<file path="src/rtl/core/mmh_pkg.sv">
package mmh_pkg;

    localparam int VAL_W = 32;
    localparam int CNT_W = 13;
    localparam int DIV_DW = 40;
    localparam int DIV_VW = 33;

    localparam logic [5:0] CFG_BC_RESET = 6'd63;
    localparam logic [7:0] CFG_MH_RESET = 8'd200;

    localparam logic CFG_BIN_COUNT  = 1'b0;
    localparam logic CFG_MAX_HEIGHT = 1'b1;

    typedef enum logic [4:0] {
        ST_LOAD,
        ST_BIN_RD,
        ST_BIN_MUL,
        ST_BIN_DIV,
        ST_BIN_DWAIT,
        ST_BIN_CRD,
        ST_BIN_CWR,
        ST_EDGE_DIV,
        ST_EDGE_DWAIT,
        ST_EDGE_INIT,
        ST_MM_RD,
        ST_MM_CMP,
        ST_EMIT_RD,
        ST_EMIT_MUL,
        ST_EMIT_DIV,
        ST_EMIT_DWAIT,
        ST_EMIT_OUT,
        ST_EMIT_WAIT,
        ST_CLEAR
    } state_t;

    typedef struct packed {
        logic load;
        logic val_rd;
        logic mul_bin;
        logic div_bin_start;
        logic cnt_rd_bin;
        logic cnt_wr;
        logic item_step;
        logic div_edge_start;
        logic edge_init;
        logic mm_rd;
        logic mm_cmp;
        logic emit_rd;
        logic emit_mul;
        logic div_bar_start;
        logic out_load;
        logic edge_step;
        logic bin_step;
        logic run_clear;
    } cmd_t;

    typedef struct packed {
        logic item_last;
        logic bin_last;
        logic range_zero;
        logic frange_zero;
        logic div_busy;
        logic out_done;
    } sts_t;

endpackage

</file>
<file path="src/rtl/core/mmh_ctrl.sv">
module mmh_ctrl (
    input  logic          aclk,
    input  logic          aresetn,
    input  logic          s_valid,
    input  logic          s_last_item,
    output logic          s_ready,
    input  mmh_pkg::sts_t sts,
    output mmh_pkg::cmd_t cmd
);

    mmh_pkg::state_t state_reg, state_next;

    always_comb begin
        state_next = state_reg;
        case (state_reg)
            mmh_pkg::ST_LOAD: begin
                if (s_valid && s_last_item) begin
                    state_next = mmh_pkg::ST_BIN_RD;
                end
            end
            mmh_pkg::ST_BIN_RD:  state_next = mmh_pkg::ST_BIN_MUL;
            mmh_pkg::ST_BIN_MUL: state_next = mmh_pkg::ST_BIN_DIV;
            mmh_pkg::ST_BIN_DIV: begin
                state_next = sts.range_zero ? mmh_pkg::ST_BIN_CRD : mmh_pkg::ST_BIN_DWAIT;
            end
            mmh_pkg::ST_BIN_DWAIT: begin
                if (!sts.div_busy) begin
                    state_next = mmh_pkg::ST_BIN_CRD;
                end
            end
            mmh_pkg::ST_BIN_CRD: state_next = mmh_pkg::ST_BIN_CWR;
            mmh_pkg::ST_BIN_CWR: begin
                state_next = sts.item_last ? mmh_pkg::ST_EDGE_DIV : mmh_pkg::ST_BIN_RD;
            end
            mmh_pkg::ST_EDGE_DIV: state_next = mmh_pkg::ST_EDGE_DWAIT;
            mmh_pkg::ST_EDGE_DWAIT: begin
                if (!sts.div_busy) begin
                    state_next = mmh_pkg::ST_EDGE_INIT;
                end
            end
            mmh_pkg::ST_EDGE_INIT: state_next = mmh_pkg::ST_MM_RD;
            mmh_pkg::ST_MM_RD:     state_next = mmh_pkg::ST_MM_CMP;
            mmh_pkg::ST_MM_CMP: begin
                state_next = sts.bin_last ? mmh_pkg::ST_EMIT_RD : mmh_pkg::ST_MM_RD;
            end
            mmh_pkg::ST_EMIT_RD:  state_next = mmh_pkg::ST_EMIT_MUL;
            mmh_pkg::ST_EMIT_MUL: state_next = mmh_pkg::ST_EMIT_DIV;
            mmh_pkg::ST_EMIT_DIV: begin
                state_next = sts.frange_zero ? mmh_pkg::ST_EMIT_OUT : mmh_pkg::ST_EMIT_DWAIT;
            end
            mmh_pkg::ST_EMIT_DWAIT: begin
                if (!sts.div_busy) begin
                    state_next = mmh_pkg::ST_EMIT_OUT;
                end
            end
            mmh_pkg::ST_EMIT_OUT: state_next = mmh_pkg::ST_EMIT_WAIT;
            mmh_pkg::ST_EMIT_WAIT: begin
                if (sts.out_done) begin
                    state_next = sts.bin_last ? mmh_pkg::ST_CLEAR : mmh_pkg::ST_EMIT_RD;
                end
            end
            mmh_pkg::ST_CLEAR: state_next = mmh_pkg::ST_LOAD;
            default:           state_next = mmh_pkg::ST_LOAD;
        endcase
    end

    always_comb begin
        cmd     = '0;
        s_ready = 1'b0;
        case (state_reg)
            mmh_pkg::ST_LOAD: begin
                s_ready  = 1'b1;
                cmd.load = s_valid;
            end
            mmh_pkg::ST_BIN_RD:  cmd.val_rd = 1'b1;
            mmh_pkg::ST_BIN_MUL: cmd.mul_bin = 1'b1;
            mmh_pkg::ST_BIN_DIV: cmd.div_bin_start = !sts.range_zero;
            mmh_pkg::ST_BIN_CRD: cmd.cnt_rd_bin = 1'b1;
            mmh_pkg::ST_BIN_CWR: begin
                cmd.cnt_wr    = 1'b1;
                cmd.item_step = 1'b1;
            end
            mmh_pkg::ST_EDGE_DIV:  cmd.div_edge_start = 1'b1;
            mmh_pkg::ST_EDGE_INIT: cmd.edge_init = 1'b1;
            mmh_pkg::ST_MM_RD:     cmd.mm_rd = 1'b1;
            mmh_pkg::ST_MM_CMP: begin
                cmd.mm_cmp   = 1'b1;
                cmd.bin_step = 1'b1;
            end
            mmh_pkg::ST_EMIT_RD:  cmd.emit_rd = 1'b1;
            mmh_pkg::ST_EMIT_MUL: cmd.emit_mul = 1'b1;
            mmh_pkg::ST_EMIT_DIV: cmd.div_bar_start = !sts.frange_zero;
            mmh_pkg::ST_EMIT_OUT: cmd.out_load = 1'b1;
            mmh_pkg::ST_EMIT_WAIT: begin
                cmd.edge_step = sts.out_done;
                cmd.bin_step  = sts.out_done;
            end
            mmh_pkg::ST_CLEAR: cmd.run_clear = 1'b1;
            default: ;
        endcase
    end

    always_ff @(posedge aclk) begin
        if (!aresetn) begin
            state_reg <= mmh_pkg::ST_LOAD;
        end else begin
            state_reg <= state_next;
        end
    end

endmodule

</file>
<file path="config.mk">
export PLATFORM = sky130hd
export DESIGN_NAME = mmh_ctrl
export DESIGN_NICKNAME = d
export VERILOG_FILES = /design/src/rtl/core/mmh_pkg.sv /design/src/rtl/core/mmh_ctrl.sv
export SDC_FILE = /design/constraint.sdc
export NUM_CORES = 1
export LEC_CHECK = 0
export ABC_AREA = 0
export BUFFER_PORTS_ARGS = -buffer_cell sky130_fd_sc_hd__buf_4
export CAP_MARGIN = 20
export CORE_AREA = 4 4 41 43
export CTS_CLUSTER_DIAMETER = 100
export DETAILED_ROUTE_END_ITERATION = 12
export DIE_AREA = 0 0 45 47
export PLACE_DENSITY = 0.79
export RECOVER_POWER = 100
export SYNTH_ARGS = -nofsm -noshare
export SYNTH_HDL_FRONTEND = slang
export SYNTH_SLANG_ARGS = --single-unit
</file>
<file path="constraint.sdc">
create_clock -name aclk -period 3.55 [get_ports aclk]
set_input_delay 0.8875 -clock aclk [delete_from_list [all_inputs] [get_ports aclk]]
set_output_delay 0.8875 -clock aclk [all_outputs]
set_load 0.03 [all_outputs]
</file>
==> impl_metrics.json <==
{
  "antenna_found_initial": 0,
  "drt-wirelength-per-cell_um": 15.0,
  "synth_compound_area_frac": 0.288,
  "critPathLaunchType": "flop",
  "status": "completed",
  "dpl_worst_slack_ns": 0.993,
  "post-cts-setup-buffers": 0,
  "placed_area_um2": 796,
  "cts_buffers": 3,
  "min_period_ns": 3.00,
  "coreArea_um2": 1300,
  "ios": 29,
  "drv_cap": 0,
  "dpl.hpwl_mm": 1.43,
  "drtAntennaViolNets": 0,
  "cp.arrival_ns": 2.11,
  "globalplace.congestion": 0.821,
  "synthAdderAreaFrac": 0,
  "die-area_um2": 2120,
  "start_util": 0.464,
  "drt-vias-per-instance": 6.18,
  "vdd_drop_max_uv": 282,
  "synth_area_per_cell_um2": 6.79,
  "ys_types": 36,
  "fin_skew_ns": 0.000677,
  "p_total_mw": 0.520,
  "syn-instance-count": 89,
  "grt_pass1_vias": 675,
  "final_cell_mix": "clkbuf_1, nor2_1, buf_4",
  "cts_sinks": 5,
  "p_leak_nw": 0.276,
  "synth_warnings": 0,
  "diodes": 0,
  "io_buffers": 28,
  "multi_input_area_um2": 442,
  "hold_viol_final": 0,
  "synth_top_family_by_area": "simple AND/OR/NAND/NOR gates",
  "cp_max_fo": 12,
  "muxShareOfSynthArea": 0,
  "post-route-period-util": 0.844,
  "wirelength_mm": 1.93,
  "cts_buffer_depth": 2,
  "area_delta_synth_final_pct": 23.8,
  "rsz0062_at_grt": "false",
  "hold_path_depth": 2,
  "nNetsFinal": 125,
  "synthXorXnorAreaFrac": 0.0145,
  "final_area_um2": 748,
  "ctsHoldBuffers": 0,
  "grt_use_total": 0.204,
  "synth_nets": 99,
  "seqCellArea_um2": 100,
  "largest_reg_flops": 5,
  "layout_commonest_cell": "clkbuf_1",
  "path_class": "flop to primary output",
  "drcViolationCount": 0,
  "max_stage_delay_ns": 0.54,
  "crit_chain": "or3b_1, nor2_1, and2_0, or2_2, clkbuf_1",
  "setup_violations": 0,
  "layout-drive-gt1-share": 0.140,
  "endpoint_kind": "primary output",
  "setup_slack_ns": 0.555,
  "fillCellCount": 148,
  "htreeDepth": 1,
  "synth-seq-cells": 5,
  "path_clk_slew_ns": 0.04,
  "rows": 13,
  "reg2reg_depth": 4,
  "hold_slack_ns": 0.720,
  "yosysTopAreaCellShare": 0.166,
  "cp.depth": 5,
  "required_ns": 2.66,
  "fmax_ghz": 0.334,
  "cts_tree": "done",
  "root_buffer": "clkbuf_4",
  "clock_latency_ns": 0.25,
  "power-per-cell-area_nw_per_um2": 695,
  "worst_pin_slew_ns": 0.545,
  "grt_pass1_wl_mm": 3.13,
  "synth_area_leaders": "dfxtp_1, nor2_1, nand2b_1",
  "vias": 797,
  "first_pass_iters": 4,
  "yosysSeqAreaShare": 0.166,
  "die-height_um": 47,
  "slew_headroom": 0.636,
  "path_buf_inv": 1,
  "slew_viol_final": 0,
  "crit_path_top_delay_cell": "dfxtp_1",
  "die_w_um": 45,
  "grt_overflow": 0,
  "grt_max_degree": 18,
  "hold_class": "flop to flop",
  "tns_ns": 0,
  "drtIter0Drc": 30,
  "syn-cell-area_um2": 604,
  "yosysTopAreaCell": "dfxtp_1",
  "yosys.area_share.simple": 0.445,
  "critical_path.top_delay_family": "simple AND/OR/NAND/NOR gates",
  "cts_resized": 0
}
[Yosys cell counts]
master	number
a31o_1	1
nand2b_1	7
nor2b_1	2
o32ai_1	1
clkbuf_1	5
buf_4	1
a32o_1	1
a22oi_1	1
or3_1	2
dfxtp_1	5
o22ai_1	2
and2_1	2
nand4_1	1
o21a_1	1
nand3b_1	1
a211oi_1	3
a211o_1	1
o21ai_0	1
a32oi_1	1
nand2_1	7
or2_2	1
inv_1	4
xor2_1	1
buf_6	1
or3b_2	1
nor3_1	8
o2bb2ai_1	1
a31oi_1	3
nor2_1	14
nor4b_1	1
and3_4	1
a2111o_1	1
a311oi_1	3
or3_4	1
a2bb2oi_1	1
or3b_1	1
[layer usage]
| metal | up-vias | GRT usage | routed length [um] |
|---|---|---|---|
| met5 | - | 0 | 0 |
| met4 | 0 | 0.129 | 55 |
| met2 | 40 | 0.297 | 904 |
| met3 | 6 | 0.0421 | 172 |
| li1 | 379 | - | - |
| met1 | 372 | 0.273 | 797 |
[path summary, 6_finish.rpt]
kind	start	end	slack [ns]
hold reg to reg	state_reg[0]	state_reg[0]	0.72
setup / recovery	state_reg[4]	cmd[1]	0.55
setup reg to reg	state_reg[2]	state_reg[0]	1.51
hold / removal	state_reg[0]	state_reg[0]	0.72
[final cells by class]
type | count | share of cell area
flip-flops and latches | 5 | 0.134
multi-input cells | 73 | 0.590
well taps | 15 | 0.0251
clock buffers | 4 | 0.0351
repair buffers | 28 | 0.196
inverters | 4 | 0.0201
[power breakdown]
group,total (mW),leakage (nW),internal (mW),switching [mW]
Clock,0.0698,0.0150,0.0427,0.0270
Sequential,0.137,0.0411,0.0738,0.0635
Combinational,0.313,0.220,0.117,0.196
[metrics by stage]
stage | cells | util
final | 129 | 0.575
after floorplan | 89 | -
after CTS | 129 | 0.632
after global routing | 129 | 0.575
after global placement | 125 | 0.612
after detailed placement | 125 | 0.612
[logic make-up after synthesis]
kind of cell | after synthesis
AND/OR/NAND/NOR | 50
AO/OA/AOI/OAI | 22
buffers and inverters | 11
flip-flops | 5
XOR/XNOR | 1
[worst register-to-register path, stage by stage, from the launching register on]
cell and delay (ns):
dfxtp_1 0.47, or3_1 0.50, a2111o_1 0.49, and3_1 0.26
a211oi_1 0.23
No activity file was read; power rests on OpenSTA's default activity.
